$ cat config.mk
export PLATFORM = sky130hd
export DESIGN_NAME = rle8_bitmap_stream_decoder_core
export DESIGN_NICKNAME = d
export VERILOG_FILES = /design/src/rtl/rle8d_pkg.sv /design/src/rtl/rle8d_front.sv /design/src/rtl/rle8d_queue.sv /design/src/rtl/rle8d_back.sv /design/src/rtl/rle8_bitmap_stream_decoder_core.sv
export VERILOG_INCLUDE_DIRS = /design/src /design/src/rtl
export SDC_FILE = /design/constraint.sdc
export NUM_CORES = 1
export LEC_CHECK = 0
export BUFFER_PORTS_ARGS = -buffer_cell sky130_fd_sc_hd__buf_2
export CAP_MARGIN = 20
export CORE_ASPECT_RATIO = 0.7
export CORE_MARGIN = 8
export CORE_UTILIZATION = 45
export CTS_BUF_LIST = sky130_fd_sc_hd__clkbuf_8 sky130_fd_sc_hd__clkbuf_16
export CTS_CLUSTER_SIZE = 16
export DETAILED_ROUTE_END_ITERATION = 8
export HOLD_SLACK_MARGIN = 0.02
export SLEW_MARGIN = 20
export SYNTH_ARGS = -nofsm -noshare
export SYNTH_HDL_FRONTEND = slang
export SYNTH_HIERARCHICAL = 1
export SYNTH_SLANG_ARGS = --single-unit
$ cat constraint.sdc
create_clock -name i_clk -period 4.7 [get_ports i_clk]
set_input_delay 0.705 -clock i_clk [delete_from_list [all_inputs] [get_ports i_clk]]
set_output_delay 0.705 -clock i_clk [all_outputs]
set_load 0.02 [all_outputs]
$ cat src/rtl/assert_macros.svh
// assertion macros for the rle8 decoder rtl
// expects a clock named i_clk and an active-low reset named i_rst_n in scope
`ifndef ASSERT_MACROS_SVH
`define ASSERT_MACROS_SVH

// property must hold at every clock edge outside reset
`define ASSERT_CLK(label, prop) \
    label: assert property (@(posedge i_clk) disable iff (!i_rst_n) (prop)) \
        else $error("assertion failed");

// condition must never be seen at a clock edge outside reset
`define ASSERT_NEVER(label, cond) \
    label: assert property (@(posedge i_clk) disable iff (!i_rst_n) !(cond)) \
        else $error("forbidden condition seen");

`endif

$ cat src/rtl/rle8d_pkg.sv
// shared types and constants of the rle8 bitmap stream decoder
// no dependencies
`timescale 1ns / 1ps

package rle8d_pkg;

    // default depth of the event queue between front and back
    localparam int QUEUE_DEPTH = 4;

    // decode phase of the front end
    typedef enum logic [2:0] {
        PH_FIRST   = 3'd0,
        PH_SECOND  = 3'd1,
        PH_DELTA_X = 3'd2,
        PH_DELTA_Y = 3'd3,
        PH_LITERAL = 3'd4,
        PH_PAD     = 3'd5
    } t_phase;

    // kind of an emitted event
    typedef enum logic [1:0] {
        EV_RUN   = 2'd0,
        EV_EOL   = 2'd1,
        EV_EOB   = 2'd2,
        EV_DELTA = 2'd3
    } t_kind;

    // escape codes following a zero count byte
    localparam logic [7:0] ESC_EOL   = 8'd0;
    localparam logic [7:0] ESC_EOB   = 8'd1;
    localparam logic [7:0] ESC_DELTA = 8'd2;

    // one decoded event
    typedef struct packed {
        t_kind      kind;
        logic [7:0] color_index;
        logic [7:0] run_length;
        logic [7:0] delta_right;
        logic [7:0] delta_down;
    } t_event;

    // queue status seen by front and back
    typedef struct packed {
        logic full;
        logic empty;
    } t_queue_status;

endpackage

$ cat src/rtl/rle8d_front.sv
// front end: accepts stream bytes, tracks the pair/escape phase, pushes events
// depends on rle8d_pkg
`timescale 1ns / 1ps

module rle8d_front (
    input  logic              i_clk,
    input  logic              i_rst_n,
    input  logic              i_valid,
    input  logic [7:0]        i_stream_byte,
    input  logic              i_full,
    output logic              o_push,
    output rle8d_pkg::t_event o_event
);

    rle8d_pkg::t_phase r_phase, n_phase;
    logic [7:0]        r_held, n_held;
    logic [7:0]        r_lit_rem, n_lit_rem;
    logic              r_pad, n_pad;
    logic              r_done, n_done;
    logic              w_take;

    // a byte is decoded only on a transfer before end of bitmap
    assign w_take = i_valid && !i_full && !r_done;

    // next state
    always_comb begin
        n_phase   = r_phase;
        n_held    = r_held;
        n_lit_rem = r_lit_rem;
        n_pad     = r_pad;
        n_done    = r_done;
        if (w_take) begin
            unique case (r_phase)
                rle8d_pkg::PH_SECOND: begin
                    n_phase = rle8d_pkg::PH_FIRST;
                    if (r_held == 8'd0) begin
                        unique case (i_stream_byte)
                            rle8d_pkg::ESC_EOL: ;
                            rle8d_pkg::ESC_EOB: n_done = 1'b1;
                            rle8d_pkg::ESC_DELTA: n_phase = rle8d_pkg::PH_DELTA_X;
                            default: begin
                                n_lit_rem = i_stream_byte;
                                n_pad     = i_stream_byte[0];
                                n_phase   = rle8d_pkg::PH_LITERAL;
                            end
                        endcase
                    end
                end
                rle8d_pkg::PH_DELTA_X: begin
                    n_held  = i_stream_byte;
                    n_phase = rle8d_pkg::PH_DELTA_Y;
                end
                rle8d_pkg::PH_DELTA_Y: n_phase = rle8d_pkg::PH_FIRST;
                rle8d_pkg::PH_LITERAL: begin
                    n_lit_rem = r_lit_rem - 8'd1;
                    if (r_lit_rem == 8'd1) begin
                        n_phase = r_pad ? rle8d_pkg::PH_PAD : rle8d_pkg::PH_FIRST;
                        n_pad   = 1'b0;
                    end
                end
                rle8d_pkg::PH_PAD: n_phase = rle8d_pkg::PH_FIRST;
                // first byte of a pair, unused codes too
                default: begin
                    n_held  = i_stream_byte;
                    n_phase = rle8d_pkg::PH_SECOND;
                end
            endcase
        end
    end

    // event generation
    always_comb begin
        o_push  = 1'b0;
        o_event = '0;
        if (w_take) begin
            unique case (r_phase)
                rle8d_pkg::PH_SECOND: begin
                    if (r_held != 8'd0) begin
                        o_push              = 1'b1;
                        o_event.kind        = rle8d_pkg::EV_RUN;
                        o_event.color_index = i_stream_byte;
                        o_event.run_length  = r_held;
                    end else begin
                        unique case (i_stream_byte)
                            rle8d_pkg::ESC_EOL: begin
                                o_push       = 1'b1;
                                o_event.kind = rle8d_pkg::EV_EOL;
                            end
                            rle8d_pkg::ESC_EOB: begin
                                o_push       = 1'b1;
                                o_event.kind = rle8d_pkg::EV_EOB;
                            end
                            default: ;
                        endcase
                    end
                end
                rle8d_pkg::PH_DELTA_Y: begin
                    o_push              = 1'b1;
                    o_event.kind        = rle8d_pkg::EV_DELTA;
                    o_event.delta_right = r_held;
                    o_event.delta_down  = i_stream_byte;
                end
                rle8d_pkg::PH_LITERAL: begin
                    o_push              = 1'b1;
                    o_event.kind        = rle8d_pkg::EV_RUN;
                    o_event.color_index = i_stream_byte;
                    o_event.run_length  = 8'd1;
                end
                default: ;
            endcase
        end
    end

    // state registers
    always_ff @(posedge i_clk) begin
        if (!i_rst_n) begin
            r_phase   <= rle8d_pkg::PH_FIRST;
            r_held    <= 8'd0;
            r_lit_rem <= 8'd0;
            r_pad     <= 1'b0;
            r_done    <= 1'b0;
        end else begin
            r_phase   <= n_phase;
            r_held    <= n_held;
            r_lit_rem <= n_lit_rem;
            r_pad     <= n_pad;
            r_done    <= n_done;
        end
    end

endmodule

$ cat src/rtl/rle8d_queue.sv
// short event queue between the front end and the output stage
// depends on rle8d_pkg and assert_macros.svh
`timescale 1ns / 1ps
`include "assert_macros.svh"

module rle8d_queue #(
    parameter int DEPTH = rle8d_pkg::QUEUE_DEPTH
) (
    input  logic                     i_clk,
    input  logic                     i_rst_n,
    input  logic                     i_push,
    input  rle8d_pkg::t_event        i_push_data,
    input  logic                     i_pop,
    output rle8d_pkg::t_event        o_pop_data,
    output rle8d_pkg::t_queue_status o_status
);

    localparam int PTR_W = (DEPTH > 1) ? $clog2(DEPTH) : 1;
    localparam int CNT_W = $clog2(DEPTH + 1);

    rle8d_pkg::t_event r_mem [DEPTH];
    logic [PTR_W-1:0]  r_wr_ptr, n_wr_ptr;
    logic [PTR_W-1:0]  r_rd_ptr, n_rd_ptr;
    logic [CNT_W-1:0]  r_count, n_count;

    assign o_status.full  = (r_count == CNT_W'(DEPTH));
    assign o_status.empty = (r_count == '0);
    assign o_pop_data     = r_mem[r_rd_ptr];

    // pointer and fill count update
    always_comb begin
        n_wr_ptr = r_wr_ptr;
        n_rd_ptr = r_rd_ptr;
        n_count  = r_count;
        if (i_push) begin
            n_wr_ptr = (r_wr_ptr == PTR_W'(DEPTH - 1)) ? '0 : r_wr_ptr + 1'b1;
        end
        if (i_pop) begin
            n_rd_ptr = (r_rd_ptr == PTR_W'(DEPTH - 1)) ? '0 : r_rd_ptr + 1'b1;
        end
        if (i_push && !i_pop) begin
            n_count = r_count + 1'b1;
        end else if (i_pop && !i_push) begin
            n_count = r_count - 1'b1;
        end
    end

    // control registers
    always_ff @(posedge i_clk) begin
        if (!i_rst_n) begin
            r_wr_ptr <= '0;
            r_rd_ptr <= '0;
            r_count  <= '0;
        end else begin
            r_wr_ptr <= n_wr_ptr;
            r_rd_ptr <= n_rd_ptr;
            r_count  <= n_count;
        end
    end

    // storage, no reset
    always_ff @(posedge i_clk) begin
        if (i_push) begin
            r_mem[r_wr_ptr] <= i_push_data;
        end
    end

    `ASSERT_NEVER(a_no_overflow, i_push && o_status.full)
    `ASSERT_NEVER(a_no_underflow, i_pop && o_status.empty)
    `ASSERT_CLK(a_count_track, (i_push && !i_pop) |=> (r_count == $past(r_count) + 1'b1))

endmodule

$ cat src/rtl/rle8d_back.sv
// output stage: pops queued events into the output register
// depends on rle8d_pkg
`timescale 1ns / 1ps

module rle8d_back (
    input  logic                     i_clk,
    input  logic                     i_rst_n,
    input  rle8d_pkg::t_queue_status i_status,
    input  rle8d_pkg::t_event        i_pop_data,
    output logic                     o_pop,
    input  logic                     i_stall,
    output logic                     o_valid,
    output rle8d_pkg::t_event        o_event
);

    logic              r_valid, n_valid;
    rle8d_pkg::t_event r_event;
    logic              w_free;

    // register is free when empty or its event transfers now
    assign w_free = !r_valid || !i_stall;
    assign o_pop  = w_free && !i_status.empty;

    always_comb begin
        n_valid = r_valid;
        if (w_free) begin
            n_valid = o_pop;
        end
    end

    always_ff @(posedge i_clk) begin
        if (!i_rst_n) begin
            r_valid <= 1'b0;
        end else begin
            r_valid <= n_valid;
        end
    end

    // payload, no reset
    always_ff @(posedge i_clk) begin
        if (o_pop) begin
            r_event <= i_pop_data;
        end
    end

    assign o_valid = r_valid;
    assign o_event = r_event;

endmodule

$ cat src/rtl/rle8_bitmap_stream_decoder_core.sv
// Decoder for an 8-bit run-length-coded bitmap stream, one byte per transfer.
// Input channel: i_valid / o_stall with i_stream_byte. A byte is taken at an
// edge where i_valid is high and o_stall is low; o_stall rises only when the
// internal event queue is full.
// Output channel: o_valid / i_stall with the event fields. Each byte causes at
// most one event: pixel runs, end of line, end of bitmap and delta moves.
// Bytes that only set up a pair, an escape, a delta or skip a pad give none.
// Each event is written to the queue at the edge taking its byte, then moves
// to the output register. Throughput: one byte per cycle while o_stall is low,
// set by the front end phase update; the back end drains one event per cycle.
// When the receiver stalls, the output register holds its event and the queue
// (QUEUE_DEPTH entries) absorbs further events before input is stalled.
// After end of bitmap, bytes are still taken but dropped until reset.
// Reset (synchronous, active low) returns to the first byte of a pair and
// empties the queue and the output register.
// depends on rle8d_pkg, rle8d_front, rle8d_queue, rle8d_back
`timescale 1ns / 1ps

module rle8_bitmap_stream_decoder_core #(
    parameter int QUEUE_DEPTH = rle8d_pkg::QUEUE_DEPTH
) (
    input  logic       i_clk,
    input  logic       i_rst_n,
    input  logic       i_valid,
    output logic       o_stall,
    input  logic [7:0] i_stream_byte,
    output logic       o_valid,
    input  logic       i_stall,
    output logic [1:0] o_event_kind,
    output logic [7:0] o_color_index,
    output logic [7:0] o_run_length,
    output logic [7:0] o_delta_right,
    output logic [7:0] o_delta_down
);

    logic                     w_push;
    logic                     w_pop;
    rle8d_pkg::t_event        w_push_data;
    rle8d_pkg::t_event        w_pop_data;
    rle8d_pkg::t_event        w_out_event;
    rle8d_pkg::t_queue_status w_status;

    // byte classification and phase tracking
    rle8d_front u_front (
        .i_clk         (i_clk),
        .i_rst_n       (i_rst_n),
        .i_valid       (i_valid),
        .i_stream_byte (i_stream_byte),
        .i_full        (w_status.full),
        .o_push        (w_push),
        .o_event       (w_push_data)
    );

    // event queue
    rle8d_queue #(
        .DEPTH (QUEUE_DEPTH)
    ) u_queue (
        .i_clk       (i_clk),
        .i_rst_n     (i_rst_n),
        .i_push      (w_push),
        .i_push_data (w_push_data),
        .i_pop       (w_pop),
        .o_pop_data  (w_pop_data),
        .o_status    (w_status)
    );

    // output register
    rle8d_back u_back (
        .i_clk      (i_clk),
        .i_rst_n    (i_rst_n),
        .i_status   (w_status),
        .i_pop_data (w_pop_data),
        .o_pop      (w_pop),
        .i_stall    (i_stall),
        .o_valid    (o_valid),
        .o_event    (w_out_event)
    );

    assign o_stall       = w_status.full;
    assign o_event_kind  = w_out_event.kind;
    assign o_color_index = w_out_event.color_index;
    assign o_run_length  = w_out_event.run_length;
    assign o_delta_right = w_out_event.delta_right;
    assign o_delta_down  = w_out_event.delta_down;

endmodule
-- Word level (Yosys, flattened, before mapping)
Memories as Yosys holds them, arrays and structs flattened. A register that Yosys moved wholly into a read port is not among the register bits.
Index checks and enable logic that the tools add are counted.
- logic and storage cells: 88
- memory bits (read-only): 0
- bits in latches: 0
- input bits: 12
- memories: 1
- register bits after elaboration: 29
- memory bits (writable): 136
- bitwise logic cells: 1
- shift operators: 0
- $mul: 0
- div/mod/pow operators: 0
- muxes and demuxes: 29
- equal/unequal tests: 14
- $add $sub $neg: 5
- reduce and logical (&&, ||, !) cells: 29
- order comparisons: 0
- memories (memory ; depth ; width ; rd ports ; clocked after Yosys merged registers in ; write ports ; line ; text):
    u_queue.r_mem ; 4 ; 34 ; 1 ; 1 ; 1 ; rle8d_queue.sv:21 ; rle8d_pkg::t_event r_mem [DEPTH];
- operators by type and width (operator ; number):
    $mux 34 ; 1
    $mux 16 ; 2
    $pmux 16 s2 ; 1
    $eq 8x1->1 const B ; 2
    $logic_not 8->1 ; 2
    $mux 8 ; 2
    $pmux 8 s2 ; 1
    $mux 3 ; 5
    $pmux 3 s4 ; 1
    $eq 3x3->1 const B ; 3
    $eq 8x2->1 const B ; 1
    $mux 1 ; 8
    $pmux 2 s2 ; 2
    $reduce_and 4->1 ; 2
    $reduce_bool 8->1 ; 1
    $sub 8x1->8 const B ; 1
    $logic_not 1->1 ; 7
    $eq 3x2->1 const B ; 2
    $mux 2 ; 3
    $pmux 3 s2 ; 1
    $reduce_or 2->1 ; 3
    $logic_and 1x1->1 ; 5
    $reduce_and 5->1 ; 1
    $add 2x1->2 const B ; 2
    14 further kinds ; 19

-- Depth between registers and ports, before layout
- depth after elaboration: 10
- gate-level depth with buffers: 11
- gate-level depth less buffers: 11

-- Cells and area by module
Netlist, hierarchy kept.
- by module, submodules not included (module ; area each (µm²) ; instances ; sequential area each (µm²) ; cells an instance):
    rle8d_queue ; 5412.7 ; 1 ; 4264.1 ; 222
    rle8d_front ; 1471.4 ; 1 ; 420.4 ; 193
    rle8d_back ; 1061.0 ; 1 ; 1041.0 ; 38

-- Worst setup path after synthesis
Ideal clock, no wire load.
- kind: input to register
- start point: in i_stall
- end point: reg u_queue.r_count[2]
- slack: 0.843 ns
- data required time: 4.624 ns
- arrival: 3.781 ns
- setup time: 0.076 ns
- path buffers: 0
- stages on the path: 8
- cell sequence: a21oi_1 inv_1 ha_1 inv_1 fa_1 xor2_1 or3_1 a21boi_0
- longest elaborated chain between the ends: 6
- elaborated cells on any way between the ends: 8
- RTL lines (what ; line ; text):
    start: declaration ; rle8_bitmap_stream_decoder_core.sv:28 ; input logic i_stall,
    $logic_not 1->1 (*) ; rle8d_back.sv:21 ; assign w_free = !r_valid || !i_stall;
    $logic_or 1x1->1 (*) ; rle8d_back.sv:21 ;
    $logic_and 1x1->1 (*) ; rle8d_back.sv:22 ; assign o_pop = w_free && !i_status.empty;
    $logic_not 1->1 ; rle8d_queue.sv:41 ; if (i_push && !i_pop) begin
    $logic_and 1x1->1 ; rle8d_queue.sv:41 ;
    $mux 3 or $reduce_bool 2->1 (tied branches) ; - ;
    end signal: assignment ; rle8d_queue.sv:57 ; r_count <= n_count;
    end: declaration ; rle8d_queue.sv:24 ; logic [CNT_W-1:0] r_count, n_count;
Every way passes the cells marked *; elsewhere a longest branch is shown, timed or not.
A chain may end at the register's enable or synchronous reset.

-- Worst setup path in the final report
- start point: reg u_front.r_phase[2]
- end point: reg u_queue.r_count[2]
- longest elaborated chain between the ends: 7
- elaborated cells on any way between the ends: 11
- RTL lines (what ; line ; text):
    start: declaration ; rle8d_front.sv:15 ; rle8d_pkg::t_phase r_phase, n_phase;
    start signal: assignment ; rle8d_front.sv:117 ; r_phase <= rle8d_pkg::PH_FIRST;
    start signal: assignment ; rle8d_front.sv:123 ; r_phase <= n_phase;
    $eq 3x3->1 or $eq 3x2->1 (tied branches) ; rle8d_front.sv:76 ; unique case (r_phase)
    $reduce_or 2->1 (no source line) ; - ;
    $pmux 1 s2 (*) ; rle8d_front.sv:76 ;
    $mux 1 (*) ; rle8d_front.sv:75 ; if (w_take) begin
    named net w_push ; rle8_bitmap_stream_decoder_core.sv:36 ; logic w_push;
    $logic_not 1->1 ; rle8d_queue.sv:43 ; end else if (i_pop && !i_push) begin
    $logic_and 1x1->1 ; rle8d_queue.sv:43 ;
    $reduce_bool 2->1 (no source line) ; - ;
Mark *: on every way through the listed nets, which the timed path passes. The rest lies on a longest branch.

==> impl_metrics.csv <==
group,metric,value,unit
clock_tree,clkTransAtPathRegs,0.06,ns
clock_tree,ctsResizeCount,0,
pwr,intPower,3480,uW
global_routing,grt_usage,14.2,%
sta,drv_slew,0,
min_path,min-delay-start,"u_front/r_lit_rem[1]$_SDFFE_PN0P_",
sta,skew,0.0132,ns
synth,synth-seq-area-share,72.1,%
finish,final-seq-area,5730,sq um
floorplanning,die_w,175,microns
synth,synth_nets,474,
floorplanning,std_cell_rows,40,
setup_path,worstSetupEndpointType,"flip-flop",
place,dpl.cell_count,719,
sta,setup_viol,0,
sta,setup_tns,0,ns
pwr,clkPwrFrac,30.3,%
setup_path,cp_data_required_time,5.11,ns
routing,firstDrtPassIters,4,
finish,area_growth,13.5,%
setup_path,crit_arrival,3.67,ns
routing,routed.top_layer,"met4",
setup_path,crit_buf_inv,1,
pwr,p_sw,1400,uW
global_routing,grt_pass1_vias,4261,
setup_path,worstSetupPathType,"reg2reg",
routing,vias,4101,
pwr,comb_power_share,21.6,%
min_path,hold_class,"reg2reg",
sta,rsz0062_at_grt,"false",
sta,min_period_over_period,69.4,%
clock_tree,cts_tree,"done",
floorplanning,dieArea,22200,sq um
setup_path,worst-path-max-fanout,19,
outcome,status,"completed",
place,place_congestion,0.771,
clock_tree,cts_hold_buf,0,
setup_path,crit_chain,"or3b_2, a21oi_1, ha_1, inv_1, fa_1, xor2_1, or3_1, a21boi_0",
pwr,power-per-cell-area,542,nW/um^2
pwr,seqPwrFrac,48.1,%
clock_tree,clock_sinks,201,
global_routing,grt_pass1_wl,24600,microns
finish,fin_nets,531,
setup_path,path_delay_family,"simple AND/OR/NAND/NOR gates",
synth,synth_top_area_share,64.3,%
floorplanning,core-area,17200,sq um
sta,final.setup.worst_slack,1.44,ns
finish,antenna_cells,0,
routing,drc,0,
synth,synth_seq_cells,201,
routing,totalWireLength,15600,microns
synth,synth_area,7950,sq um
routing,wl_met3,664,microns
clock_tree,numCtsBuffers,20,
sta,max_freq,0.306,GHz
synth,synth.avg_cell_area,17.5,sq um
synth,synth_enable_flop_cells,170,
sta,tightest_slew,0.830,ns
finish,finish.utilization,52.4,%
synth,synth_top_cell_by_area,"edfxtp_1",
synth,synthFlopType,"edfxtp_1",
routing,met1_length,7410,microns
clock_tree,clk_path_buf_depth,3,
clock_tree,clk_latency,0.50,ns
finish,final_common_cell,"edfxtp_1",
routing,vias_per_cell,5.43,
synth,synthCells,453,
clock_tree,root_buffer,"clkbuf_16",
pwr,ir_drop,0.000350,V
global_routing,antenna_found_initial,0,
floorplanning,start_util,46.1,%
synth,ys_warn_count,6,
clock_tree,htree_levels,1,
finish,fillers,1410,
routing,met2_length,7140,microns
finish,multiInputGateArea,2070,sq um
finish,final_cells,755,
clock_tree,post_cts_buffers,0,
routing,final_antenna_net_count,0,
pwr,p_sw_share,28.7,%
finish,drive_gt1_share,23.7,%
synth,synthTopCellsByArea,"edfxtp_1 (64%), mux4_2 (8.5%), dfxtp_1 (7.8%)",
sta,hold_violations,0,
place,dp_slack,1.07,ns
setup_path,worstSetupStartpoint,"u_front/r_phase[2]$_SDFFE_PN0P_",
sta,period_minus_slack,3.26,ns
pwr,power_leakage,0.00307,uW
setup_path,cpPeakStageDelay,0.67,ns
setup_path,crit_path_top_delay_cell,"or3b_2",
setup_path,reg2reg_from,"u_front/r_phase[2]$_SDFFE_PN0P_",
sta,relSlewSlack,44.7,%
place,portBuffers,47,
finish,mostFrequentLayoutCells,"edfxtp_1 (170), buf_2 (47), dfxtp_1 (30), and2_1 (30), mux4_2 (30)",
floorplanning,die_h,127,microns
synth,synth_cell_types,54,
floorplanning,io_pins,48,
setup_path,startpoint_type,"flip-flop",
global_routing,grt_start_max_net_pins,37,
flow_run,maxCapViolations,0,
routing,drt_iter0_markers,358,
place,place_hpwl,9590,microns
global_routing,overflow,0,
routing,detail_route.wl_per_cell,20.7,microns
synth,async_reset_ff_share,0,%
[final timing paths]
path	end	cells after the start	slack (ns)
worst min-delay path	u_front/r_lit_rem[1]$_SDFFE_PN0P_	2	0.48
worst min register to register	u_front/r_lit_rem[1]$_SDFFE_PN0P_	2	0.48
worst max-delay path	u_queue/r_count[2]$_SDFFE_PN0P_	8	1.44
worst max register to register	u_queue/r_count[2]$_SDFFE_PN0P_	8	1.44
[cells by family (layout without fill, tap and decap cells)]
family,count (synthesis),in the layout,synth area share (%)
AOI/OAI and AO/OA,47,47,4.02
xor gates and xnor gates,2,2,0.221
adders and majority gates,9,9,1.51
buffers and inverters,27,98,2.03
DFF,201,201,72.1
muxes,47,47,11.5
and+or+nand+nor,120,120,8.69
[power by group through the flow]
stage	Clock [uW]	Combinational, uW	Sequential, uW
CTS	1520	1080	2360
global route	1580	1140	2390
detailed placement	0	1080	2400
finish	1480	1060	2350
global placement	0	1070	2390
floorplan	0	586	2570
[registers in the layout, indices dropped and copies added (netlist names), named ones only]
name and count:
u_back/o_event 34, u_back/o_valid 1, u_front/r_done 1, u_front/r_held 8, u_front/r_lit_rem 8, u_front/r_pad 1
u_front/r_phase 3, u_queue/r_count 3, u_queue/r_mem 136, u_queue/r_rd_ptr 2, u_queue/r_wr_ptr 2
[Yosys cell counts (2+ instances only)]
| library cell | instances |
|---|---|
| a21boi_0 | 4 |
| a21oi_1 | 10 |
| and2_1 | 30 |
| and3_1 | 9 |
| buf_12 | 3 |
| buf_2 | 3 |
| clkbuf_1 | 12 |
| dfxtp_1 | 31 |
| edfxtp_1 | 170 |
| ha_1 | 8 |
| inv_1 | 7 |
| mux2i_1 | 13 |
| mux4_1 | 4 |
| mux4_2 | 30 |
| nand2_1 | 25 |
| nand2b_1 | 2 |
| nand3_1 | 2 |
| nor2_1 | 12 |
| nor2b_1 | 16 |
| nor3_1 | 5 |
| nor3b_1 | 3 |
| nor4_1 | 2 |
| o211ai_1 | 2 |
| o21ai_0 | 10 |
| o22ai_1 | 4 |
| o31ai_1 | 2 |
| o41ai_1 | 2 |
| or3_1 | 3 |
| or3b_2 | 2 |
| or4_1 | 3 |
[worst reg2reg max path: cells and delay by family, from the launching register on]
kind            cells  cell delay (ns)
simple gates        2             0.97
xor+xnor            1             0.16
compound gates      2             0.79
flops               1             0.46
fa+ha+maj           2             0.73
buf+inv             1             0.08
[per-stage QoR]
step           hold WS, ns  power (uW)  area, sq um
2_1_floorplan        0.440        3150         7950
3_3_place_gp         0.458        3460         8410
3_5_place_dp         0.468        3470         8410
4_1_cts              0.476        4960         9020
5_1_grt              0.497        5110         9020
6_report             0.476        4890         9020
[layer usage]
layer  GRT usage [%]  vias up
met1            19.9     2087
met5               0        -
li1                -     1885
met2            22.2       97
met4            4.92        0
met3            2.47       32
[final cells by class]
type	instances	share of cell area, %
clock inverters	16	1.23
multi-input cells	225	22.9
inverters	7	0.291
well taps	231	3.20
clock buffers	20	5.55
flip-flops and latches	201	63.5
repair buffers	55	3.27
Note: power is estimated with default switching activity, not from simulation.
